[src/hdl/raac_pkg.sv]
// shared types, codes and helpers of the region access attribute checker
package raac_pkg;

    localparam int DEFAULT_MAX_ENTRIES = 64;
    localparam int ADDR_W = 64;
    localparam int FLAG_W = 3;
    localparam int STATUS_W = 3;

    localparam logic [1:0] OP_CLEAR  = 2'd0;
    localparam logic [1:0] OP_APPEND = 2'd1;
    localparam logic [1:0] OP_QUERY  = 2'd2;

    localparam logic [STATUS_W-1:0] ST_OK           = 3'd0;
    localparam logic [STATUS_W-1:0] ST_INVALID      = 3'd1;
    localparam logic [STATUS_W-1:0] ST_ABORTED      = 3'd2;
    localparam logic [STATUS_W-1:0] ST_NOT_FOUND    = 3'd3;
    localparam logic [STATUS_W-1:0] ST_INCONSISTENT = 3'd4;
    localparam logic [STATUS_W-1:0] ST_TABLE_FULL   = 3'd5;

    // one stored region, end precomputed at append time
    typedef struct packed {
        logic [ADDR_W-1:0] start_addr;
        logic [ADDR_W-1:0] end_addr;
        logic              end_ovf;
        logic [FLAG_W-1:0] flags;     // bit0 exec, bit1 write, bit2 read
    } region_entry_t;

    typedef struct packed {
        logic          en;
        region_entry_t entry;
    } mem_wr_t;

    // permission flags to no-execute / read-only / read-protect
    function automatic logic [FLAG_W-1:0] flags_to_attr(input logic [FLAG_W-1:0] f);
        return ~f;
    endfunction

endpackage

[src/hdl/raac_req_if.sv]
// request channel: one operation per transfer
interface raac_req_if;
    import raac_pkg::*;

    logic              valid;
    logic              ready;
    logic [1:0]        operation;
    logic [ADDR_W-1:0] address;
    logic [ADDR_W-1:0] length;
    logic              is_executable;
    logic              is_writable;
    logic              is_readable;

    modport source (output valid, operation, address, length, is_executable,
                    is_writable, is_readable, input ready);
    modport sink (input valid, operation, address, length, is_executable,
                  is_writable, is_readable, output ready);
endinterface

[src/hdl/raac_rsp_if.sv]
// response channel: one status per transfer
interface raac_rsp_if;
    import raac_pkg::*;

    logic                valid;
    logic                ready;
    logic [STATUS_W-1:0] status;
    logic [FLAG_W-1:0]   attributes;

    modport source (output valid, status, attributes, input ready);
    modport sink (input valid, status, attributes, output ready);
endinterface

[src/hdl/raac_ctrl.sv]
// operation decode, table count, query scan sequencer and result register
module raac_ctrl #(
    parameter int MAX_ENTRIES = raac_pkg::DEFAULT_MAX_ENTRIES,
    parameter int IDX_W = 6,
    parameter int CNT_W = 7
) (
    input  logic                    clk,
    input  logic                    rst_n,
    raac_req_if.sink                request,
    raac_rsp_if.source              response,
    output raac_pkg::mem_wr_t       wr,
    output logic [IDX_W-1:0]        wr_addr,
    output logic                    rd_en,
    output logic [IDX_W-1:0]        rd_addr,
    input  raac_pkg::region_entry_t rd_data
);
    import raac_pkg::*;

    typedef enum logic [1:0] {S_IDLE, S_SCAN, S_DONE} state_t;

    state_t              state_reg, state_next;
    logic [CNT_W-1:0]    count_reg, count_next;
    logic [IDX_W-1:0]    idx_reg, idx_next;
    logic [ADDR_W-1:0]   qaddr_reg, qaddr_next;
    logic [ADDR_W-1:0]   qend_reg, qend_next;
    logic                found_reg, found_next;
    logic [FLAG_W-1:0]   first_reg, first_next;
    logic [STATUS_W-1:0] res_status_reg, res_status_next;
    logic [FLAG_W-1:0]   res_attr_reg, res_attr_next;
    logic                out_valid_reg, out_valid_next;
    logic [STATUS_W-1:0] out_status_reg, out_status_next;
    logic [FLAG_W-1:0]   out_attr_reg, out_attr_next;

    logic                xfer;
    logic                slot_free;
    logic                table_full;
    logic [ADDR_W-1:0]   len_m1;
    logic [ADDR_W:0]     end_sum;
    logic                query_bad;
    logic                overlap;
    logic [FLAG_W-1:0]   entry_attr;
    logic                scan_found;
    logic [FLAG_W-1:0]   scan_first;
    logic                scan_last;
    logic                scan_stop;

    assign slot_free = !out_valid_reg || response.ready;
    assign request.ready = (state_reg == S_IDLE) &&
                           (slot_free || request.operation == OP_QUERY);
    assign xfer = request.valid && request.ready;

    assign table_full = (count_reg == CNT_W'(MAX_ENTRIES));

    // inclusive end of the request range, carry marks overflow
    assign len_m1  = request.length - ADDR_W'(1);
    assign end_sum = {1'b0, request.address} + {1'b0, len_m1};
    assign query_bad = (count_reg == '0) || (request.length == '0) || end_sum[ADDR_W];

    // append write port
    always_comb
    begin
        wr.en               = xfer && (request.operation == OP_APPEND) && !table_full;
        wr.entry.start_addr = request.address;
        wr.entry.end_addr   = end_sum[ADDR_W-1:0];
        wr.entry.end_ovf    = end_sum[ADDR_W];
        wr.entry.flags      = {request.is_readable, request.is_writable,
                               request.is_executable};
    end
    assign wr_addr = count_reg[IDX_W-1:0];

    // scan evaluation of the entry read last cycle
    assign overlap = (qend_reg >= qaddr_reg) &&
                     (((qaddr_reg <= rd_data.start_addr) && (qend_reg >= rd_data.start_addr)) ||
                      ((rd_data.start_addr <= qaddr_reg) && (rd_data.end_addr >= qaddr_reg)));
    assign entry_attr = flags_to_attr(rd_data.flags);
    assign scan_found = found_reg || overlap;
    assign scan_first = (overlap && !found_reg) ? entry_attr : first_reg;
    assign scan_last  = ((CNT_W'(idx_reg) + CNT_W'(1)) == count_reg);
    assign scan_stop  = (rd_data.end_addr >= qend_reg) || scan_last;

    always_comb
    begin
        state_next      = state_reg;
        count_next      = count_reg;
        idx_next        = idx_reg;
        qaddr_next      = qaddr_reg;
        qend_next       = qend_reg;
        found_next      = found_reg;
        first_next      = first_reg;
        res_status_next = res_status_reg;
        res_attr_next   = res_attr_reg;
        out_valid_next  = out_valid_reg && !response.ready;
        out_status_next = out_status_reg;
        out_attr_next   = out_attr_reg;
        rd_en           = 1'b0;
        rd_addr         = '0;

        unique case (state_reg)
            S_IDLE:
            begin
                if (xfer)
                begin
                    unique case (request.operation)
                        OP_CLEAR:
                        begin
                            count_next      = '0;
                            out_valid_next  = 1'b1;
                            out_status_next = ST_OK;
                            out_attr_next   = '0;
                        end
                        OP_APPEND:
                        begin
                            if (!table_full)
                            begin
                                count_next = count_reg + CNT_W'(1);
                            end
                            out_valid_next  = 1'b1;
                            out_status_next = table_full ? ST_TABLE_FULL : ST_OK;
                            out_attr_next   = '0;
                        end
                        OP_QUERY:
                        begin
                            res_attr_next = '0;
                            if (query_bad)
                            begin
                                res_status_next = ST_INVALID;
                                state_next      = S_DONE;
                            end
                            else
                            begin
                                rd_en      = 1'b1;
                                idx_next   = '0;
                                qaddr_next = request.address;
                                qend_next  = end_sum[ADDR_W-1:0];
                                found_next = 1'b0;
                                first_next = '0;
                                state_next = S_SCAN;
                            end
                        end
                        default:
                        begin
                            out_valid_next  = 1'b1;
                            out_status_next = ST_INVALID;
                            out_attr_next   = '0;
                        end
                    endcase
                end
            end
            S_SCAN:
            begin
                found_next = scan_found;
                first_next = scan_first;
                if (overlap)
                begin
                    qaddr_next = rd_data.end_addr + ADDR_W'(1);
                end
                priority if (rd_data.end_ovf)
                begin
                    res_status_next = ST_ABORTED;
                    state_next      = S_DONE;
                end
                else if (overlap && found_reg && (entry_attr != first_reg))
                begin
                    res_status_next = ST_INCONSISTENT;
                    state_next      = S_DONE;
                end
                else if (scan_stop)
                begin
                    res_status_next = scan_found ? ST_OK : ST_NOT_FOUND;
                    res_attr_next   = scan_found ? scan_first : '0;
                    state_next      = S_DONE;
                end
                else
                begin
                    rd_en    = 1'b1;
                    idx_next = idx_reg + IDX_W'(1);
                    rd_addr  = idx_reg + IDX_W'(1);
                end
            end
            S_DONE:
            begin
                if (slot_free)
                begin
                    out_valid_next  = 1'b1;
                    out_status_next = res_status_reg;
                    out_attr_next   = res_attr_reg;
                    state_next      = S_IDLE;
                end
            end
            default:
            begin
                state_next = S_IDLE;
            end
        endcase
    end

    always_ff @(posedge clk or negedge rst_n)
    begin
        if (!rst_n)
        begin
            state_reg     <= S_IDLE;
            count_reg     <= '0;
            out_valid_reg <= 1'b0;
        end
        else
        begin
            state_reg     <= state_next;
            count_reg     <= count_next;
            out_valid_reg <= out_valid_next;
        end
    end

    always_ff @(posedge clk)
    begin
        idx_reg        <= idx_next;
        qaddr_reg      <= qaddr_next;
        qend_reg       <= qend_next;
        found_reg      <= found_next;
        first_reg      <= first_next;
        res_status_reg <= res_status_next;
        res_attr_reg   <= res_attr_next;
        out_status_reg <= out_status_next;
        out_attr_reg   <= out_attr_next;
    end

    assign response.valid      = out_valid_reg;
    assign response.status     = out_status_reg;
    assign response.attributes = out_attr_reg;
endmodule

[src/flat_wrapper.sv]
// flat-port wrapper written by rule: the top's interface ports become plain ports
module raac_ctrl_flat import raac_pkg::*;
#(
    parameter int MAX_ENTRIES = raac_pkg::DEFAULT_MAX_ENTRIES,
    parameter int IDX_W = 6,
    parameter int CNT_W = 7
)
  (clk, rst_n, wr, wr_addr, rd_en, rd_addr, rd_data, request_valid, request_operation, request_address, request_length, request_is_executable, request_is_writable, request_is_readable, request_ready, response_valid, response_status, response_attributes, response_ready);
  raac_req_if request_i ();
  raac_rsp_if response_i ();
  input  logic clk;
  input  logic rst_n;
  output raac_pkg::mem_wr_t wr;
  output logic [IDX_W-1:0] wr_addr;
  output logic rd_en;
  output logic [IDX_W-1:0] rd_addr;
  input  raac_pkg::region_entry_t rd_data;
  input wire logic [$bits(request_i.valid)-1:0] request_valid;
  input wire logic [$bits(request_i.operation)-1:0] request_operation;
  input wire logic [$bits(request_i.address)-1:0] request_address;
  input wire logic [$bits(request_i.length)-1:0] request_length;
  input wire logic [$bits(request_i.is_executable)-1:0] request_is_executable;
  input wire logic [$bits(request_i.is_writable)-1:0] request_is_writable;
  input wire logic [$bits(request_i.is_readable)-1:0] request_is_readable;
  output wire logic [$bits(request_i.ready)-1:0] request_ready;
  output wire logic [$bits(response_i.valid)-1:0] response_valid;
  output wire logic [$bits(response_i.status)-1:0] response_status;
  output wire logic [$bits(response_i.attributes)-1:0] response_attributes;
  input wire logic [$bits(response_i.ready)-1:0] response_ready;
  assign request_i.valid = request_valid;
  assign request_i.operation = request_operation;
  assign request_i.address = request_address;
  assign request_i.length = request_length;
  assign request_i.is_executable = request_is_executable;
  assign request_i.is_writable = request_is_writable;
  assign request_i.is_readable = request_is_readable;
  assign request_ready = request_i.ready;
  assign response_valid = response_i.valid;
  assign response_status = response_i.status;
  assign response_attributes = response_i.attributes;
  assign response_i.ready = response_ready;
  raac_ctrl #(.MAX_ENTRIES(MAX_ENTRIES), .IDX_W(IDX_W), .CNT_W(CNT_W)) u_core (.clk(clk), .rst_n(rst_n), .request(request_i), .response(response_i), .wr(wr), .wr_addr(wr_addr), .rd_en(rd_en), .rd_addr(rd_addr), .rd_data(rd_data));
endmodule
[config.mk]
export PLATFORM = sky130hd
export DESIGN_NAME = raac_ctrl_flat
export DESIGN_NICKNAME = d
export VERILOG_FILES = /design/src/hdl/raac_pkg.sv /design/src/hdl/raac_req_if.sv /design/src/hdl/raac_rsp_if.sv /design/src/hdl/raac_ctrl.sv /design/src/flat_wrapper.sv
export SDC_FILE = /design/constraint.sdc
export NUM_CORES = 1
export LEC_CHECK = 0
export ABC_AREA = 0
export BUFFER_PORTS_ARGS = -buffer_cell sky130_fd_sc_hd__buf_2
export CAP_MARGIN = 20
export CORE_UTILIZATION = 57
export CTS_CLUSTER_SIZE = 40
export DETAILED_ROUTE_END_ITERATION = 8
export PLACE_DENSITY = 0.84
export SLEW_MARGIN = 15
export SYNTH_ARGS = -nofsm -noshare
export SYNTH_HDL_FRONTEND = slang
export SYNTH_SLANG_ARGS = --single-unit
export TNS_END_PERCENT = 30
[constraint.sdc]
create_clock -name clk -period 12.2 [get_ports clk]
set_input_delay 3.66 -clock clk [delete_from_list [all_inputs] [get_ports clk]]
set_output_delay 3.66 -clock clk [all_outputs]
set_load 0.02 [all_outputs]
# --- Yosys cells after proc, flatten, opt, wreduce, memory -nomap -nowiden ---
# Cells that the tools add are included.
word_totals:
  regBits: 160
  inputBits: 269
  output_inout_bits: 154
  word_cells: 154
classes:
  n_addsub: 6
  magnitude_cmp: 6
  n_eq_ne: 20
  muxes: 70
  bitwise: 2
  n_reduce_logical: 38
op_table:
  columns: ["cell", "count"]
  rows:
  - [">= comparator 64 bit", 4]
  - ["two-way mux 64 bit", 4]
  - ["less-or-equal comparator 64 bit", 2]
  - ["case mux 64 bit (2 select lines)", 1]
  - ["two-way mux 3 bit", 22]
  - ["adder 64 x 64 -> 65 bit", 1]
  - ["adder 64 x 1 -> 64 bit, second input constant", 1]
  - ["zero test 64 bit", 1]
  - ["subtractor 64 x 1 -> 64 bit, second input constant", 1]
  - ["two-way mux 6 bit", 10]
  - ["case mux 3 bit (2 select lines)", 5]
  - ["AND reduction 4 bit", 5]
  - ["two-way mux 2 bit", 8]
  - ["inequality test 2 bit, second input constant", 7]
  - ["case mux 7 bit (2 select lines)", 1]
  - ["two-way mux 1 bit", 12]
  - ["case mux 6 bit (2 select lines)", 1]
  - ["logical AND 1 bit", 11]
  - ["inequality test 2 x 1 -> 1 bit, second input constant", 5]
  - ["AND reduction 5 bit", 2]
  - ["case mux 3 bit (3 select lines)", 1]
  - ["adder 6 x 1 -> 7 bit, second input constant", 1]
  - ["adder 7 x 1 -> 7 bit, second input constant", 1]
  - ["equality test 7 bit", 1]
  - ["18 further kinds", 34]

# --- Longest topological paths before layout ---
depth:
  ltp_word: 11
  mapped_depth: 23
  depth_no_buf: 22

# --- Worst setup path before layout ---
# No wires, ideal clock.
synth_path:
  path_kind: "input to output"
  start: "input request_length[29]"
  end: "output wr[62] (netlist name)"
  arrival_ps: 8179
  t_required_ps: 8540
  slack_ps: 361
  path_stages: 17
  path_buffers: 2
  cell_sequence: "or4_4 > or4_4 > or4_1 > buf_4 > nor4_1 > xor2_1 > ha_1 > clkbuf_1 > a21o_1 > a21oi_1 > inv_1 > a211o_1 > a221o_1 > o31ai_1 > o21ai_1 > a41o_1 > xor2_1"
synth_rtl:
  columns: ["element", "line", "text"]
  rows:
  - ["from (decl)", "flat_wrapper.sv:21", "input wire logic [$bits(request_i.length)-1:0] request_length;"]
  - ["to (decl)", "flat_wrapper.sv:13", "output raac_pkg::mem_wr_t wr;"]

==> metrics.txt <==
Placed Area 0.02288 mm2; Seq cells post-synth 160; Slew Viols, Final 0; Crit. End Element output port; IO buf count between 400 and 500; largest net degree at the start of global routing 106; worst-skew pair later-pin latency ~0.46 ns; Tightest Pin Transition around 1.2 ns; Gate Count Post-Synth ~2400; root buffer cell clkbuf_16; status finished with violations; Tightest Hold Check Type reg2reg; Die Width roughly 190 um; height of the die approximately 190 um; IO Count 423; share of the clock period used by the worst path 100.0%; EDFF count, synth 150; Most used DFF post-synth edfxtp_1; Net Count, Synth 3105; fin nets 3504; Initial Util between 50% and 60%; Final Cell Area roughly 0.024 mm2; worst endpoint required time approximately 8.5 ns; Pleak between 10 and 15 nW; core area 0.03488 mm2; Final Critical Period between 10 and 15 ns; GRT Total Usage about two fifths; DP Cell Count 3272; Final Setup Violations 1; Avg WL per Cell approximately 22 um; Max Freq just over 80 MHz; # rows 68; Layout area overhead 16.75%; PnR worst setup slack -0.001569 ns; worst-path fanout max 6; vias 20500; Syn Std Cell Area between 0.02 and 0.025 mm2; Pwr per Cell Area between 90 and 100 mW/mm2; Pre-antenna DRT Iters 5; Clock Pin Slew Worst Setup and Hold Paths ~0.070 ns; nature of the critical path startpoint input pin; setup slack at placement -0.09834 ns; H-tree depth 4; share of cells above drive strength 1 about 20%; number of global-route vias before repair roughly 19000; Avg Vias per Cell just over 6; initial antenna violation count 13; final hold violation count 0; Synth Area per Inst 8.327 um2; failing checks setup timing; headroom to the max-slew limit 21.37%; cts bufs inserted 17; number of max-cap violations 0; Congestion Overflow GR 0; remaining design rule violation count 0; Routability Congestion 1.067; area of the die around 0.036 mm2; Starting DRT DRC Count around 1800; CTS tree done; WL final slightly above 70 mm; Antenna Violating Nets Remaining 0; Seq/Total Area, Yosys 23.35%; Cell variety after synth between 70 and 80; unrepaired setup endpoints after global routing true; # fillers 2951; Max rail drop VDD between 0.1 and 0.15 mV; Layout Cells excl Fill 3320; Fin Clk Skew around 0.016 ns; # clock sinks between 150 and 200; critical setup path kind in2out; synth warn 0; first-pass GRT wire length 108.9 mm; detailed-placement wirelength estimate around 60 mm; clock buffer depth 2; Synth async-reset ratio 6.250%; Arr. time, crit path ~8.5 ns
[path summary, 6_finish.rpt]
path | from | end | slack [ns] | cells past startpoint
worst max-delay path | request_length[28] | wr[65] | -0.002 | 21
worst min-delay path | u_core.res_attr_reg[0]$_SDFFCE_PN0P_ | u_core.response.attributes[0]$_SDFFCE_PN0P_ | 0.52 | 1
worst max register to register | u_core.qend_reg[35]$_DFFE_PP_ | u_core.qaddr_reg[34]$_DFFE_PP_ | 7.07 | 11
worst min register to register | u_core.res_attr_reg[0]$_SDFFCE_PN0P_ | u_core.response.attributes[0]$_SDFFCE_PN0P_ | 0.52 | 1
max in group asynchronous | rst_n | u_core.count_reg[0]$_DFFE_PN0P_ | 8.94 | 1
min in group asynchronous | rst_n | u_core.state_reg[1]$_DFFE_PN0P_ | 3.06 | 1
[area by class of cell]
| type | instances | area [um2] | share of cell area, % |
|---|---|---|---|
| repair buffers | 503 | 2764 | 11.63 |
| well taps | 455 | 569.3 | 2.395 |
| diodes | 8 | 20.02 | 0.08422 |
| multi-input cells | 1935 | 14240 | 59.90 |
| flip-flops and latches | 160 | 4755 | 20.00 |
| inverters | 227 | 852.1 | 3.585 |
| clock buffers | 18 | 429.2 | 1.806 |
| clock inverters | 14 | 142.6 | 0.6001 |
[Yosys cell counts, drive strengths merged (28+ instances only)]
master / instances / share of area, %
edfxtp: 150 / 22
nor4: 33 / 1.0
nand3: 67 / 1.6
clkbuf: 48 / 0.88
a21oi: 184 / 4.5
xnor2: 81 / 3.5
nand4: 76 / 2.3
nor3: 48 / 1.2
buf: 75 / 2.7
nor2b: 28 / 0.93
o21ai: 180 / 4.4
nand2: 232 / 4.3
nor2: 148 / 2.8
xor2: 110 / 4.7
ha: 390 / 24
a21o: 99 / 3.7
inv: 227 / 4.2
[layout by cell type (no fill, tap or decap), drive strengths merged, types with 13 or more instances in the layout]
| cell | n |
|---|---|
| nor3 | 48 |
| a211oi | 24 |
| nand3 | 67 |
| xnor2 | 81 |
| buf | 503 |
| and4 | 16 |
| and2 | 13 |
| nand2b | 22 |
| a31oi | 14 |
| ha | 390 |
| o21ai | 180 |
| inv | 228 |
| nor2b | 28 |
| and3 | 24 |
| xor2 | 110 |
| a21oi | 184 |
| nand4 | 76 |
| clkbuf | 18 |
| a21o | 99 |
| nor4 | 33 |
| nor2 | 148 |
| nand2 | 232 |
| edfxtp | 150 |
| or3 | 16 |
[repair_timing]
item                       CTS  global route
buffers inserted             0             7
hold buffers                 0             0
pin swaps                    2            18
resized for setup            2            44
setup endpoints to repair    3            13
hold endpoints to repair     0             0
[logic make-up after synthesis]
| logic type | Yosys count | share of synthesized area, % |
|---|---|---|
| and+or+nand+nor | 749 | 18.39 |
| AOI/OAI and AO/OA | 602 | 18.06 |
| adders and majority gates | 391 | 24.07 |
| buffers and inverters | 350 | 7.817 |
| xor gates and xnor gates | 191 | 8.217 |
| DFF | 160 | 23.35 |
| muxes | 2 | 0.1045 |
[critical path, cell delays in order]
cell	delay (ns)
buf_2	0.11
or4_4	0.57
or4_4	0.46
or4_4	0.43
buf_6	0.17
nor2_8	0.10
nand2_2	0.08
nor4_1	0.30
xor2_1	0.25
ha_1	0.32
nand2_1	0.11
nor2_1	0.05
nor2_1	0.16
nand4b_1	0.16
nor3_2	0.24
o41a_1	0.26
o221a_4	0.23
o22ai_1	0.09
or4b_1	0.54
nand3_2	0.11
buf_4	0.14
[per-stage QoR]
stage	total power, mW	setup TNS (ns)	hold slack [ns]	util (%)
final	2.216	-0.001569	0.5186	68.14
after global routing	2.324	-0.6153	0.5304	68.12
after CTS	2.184	-0.03473	0.5207	67.27
after detailed placement	1.637	-0.1554	0.5033	65.60
after global placement	1.615	-0.04561	0.4991	65.60
after floorplan	1.288	0	0.4967	-
[per-layer routing]
layer | wire length, um | up-vias | GRT usage (%)
li1 | - | 9641 | -
met1 | 29990 | 9617 | 51.08
met2 | 32490 | 1044 | 62.74
met3 | 6730 | 189 | 7.399
met4 | 3422 | 6 | 18.46
met5 | 40 | - | 0
[power by group]
group | internal [mW] | switching (mW)
Sequential | 0.669 | 0.0378
Clock | 0.301 | 0.250
Combinational | 0.353 | 0.606
Power figures use the tool's default switching activity.
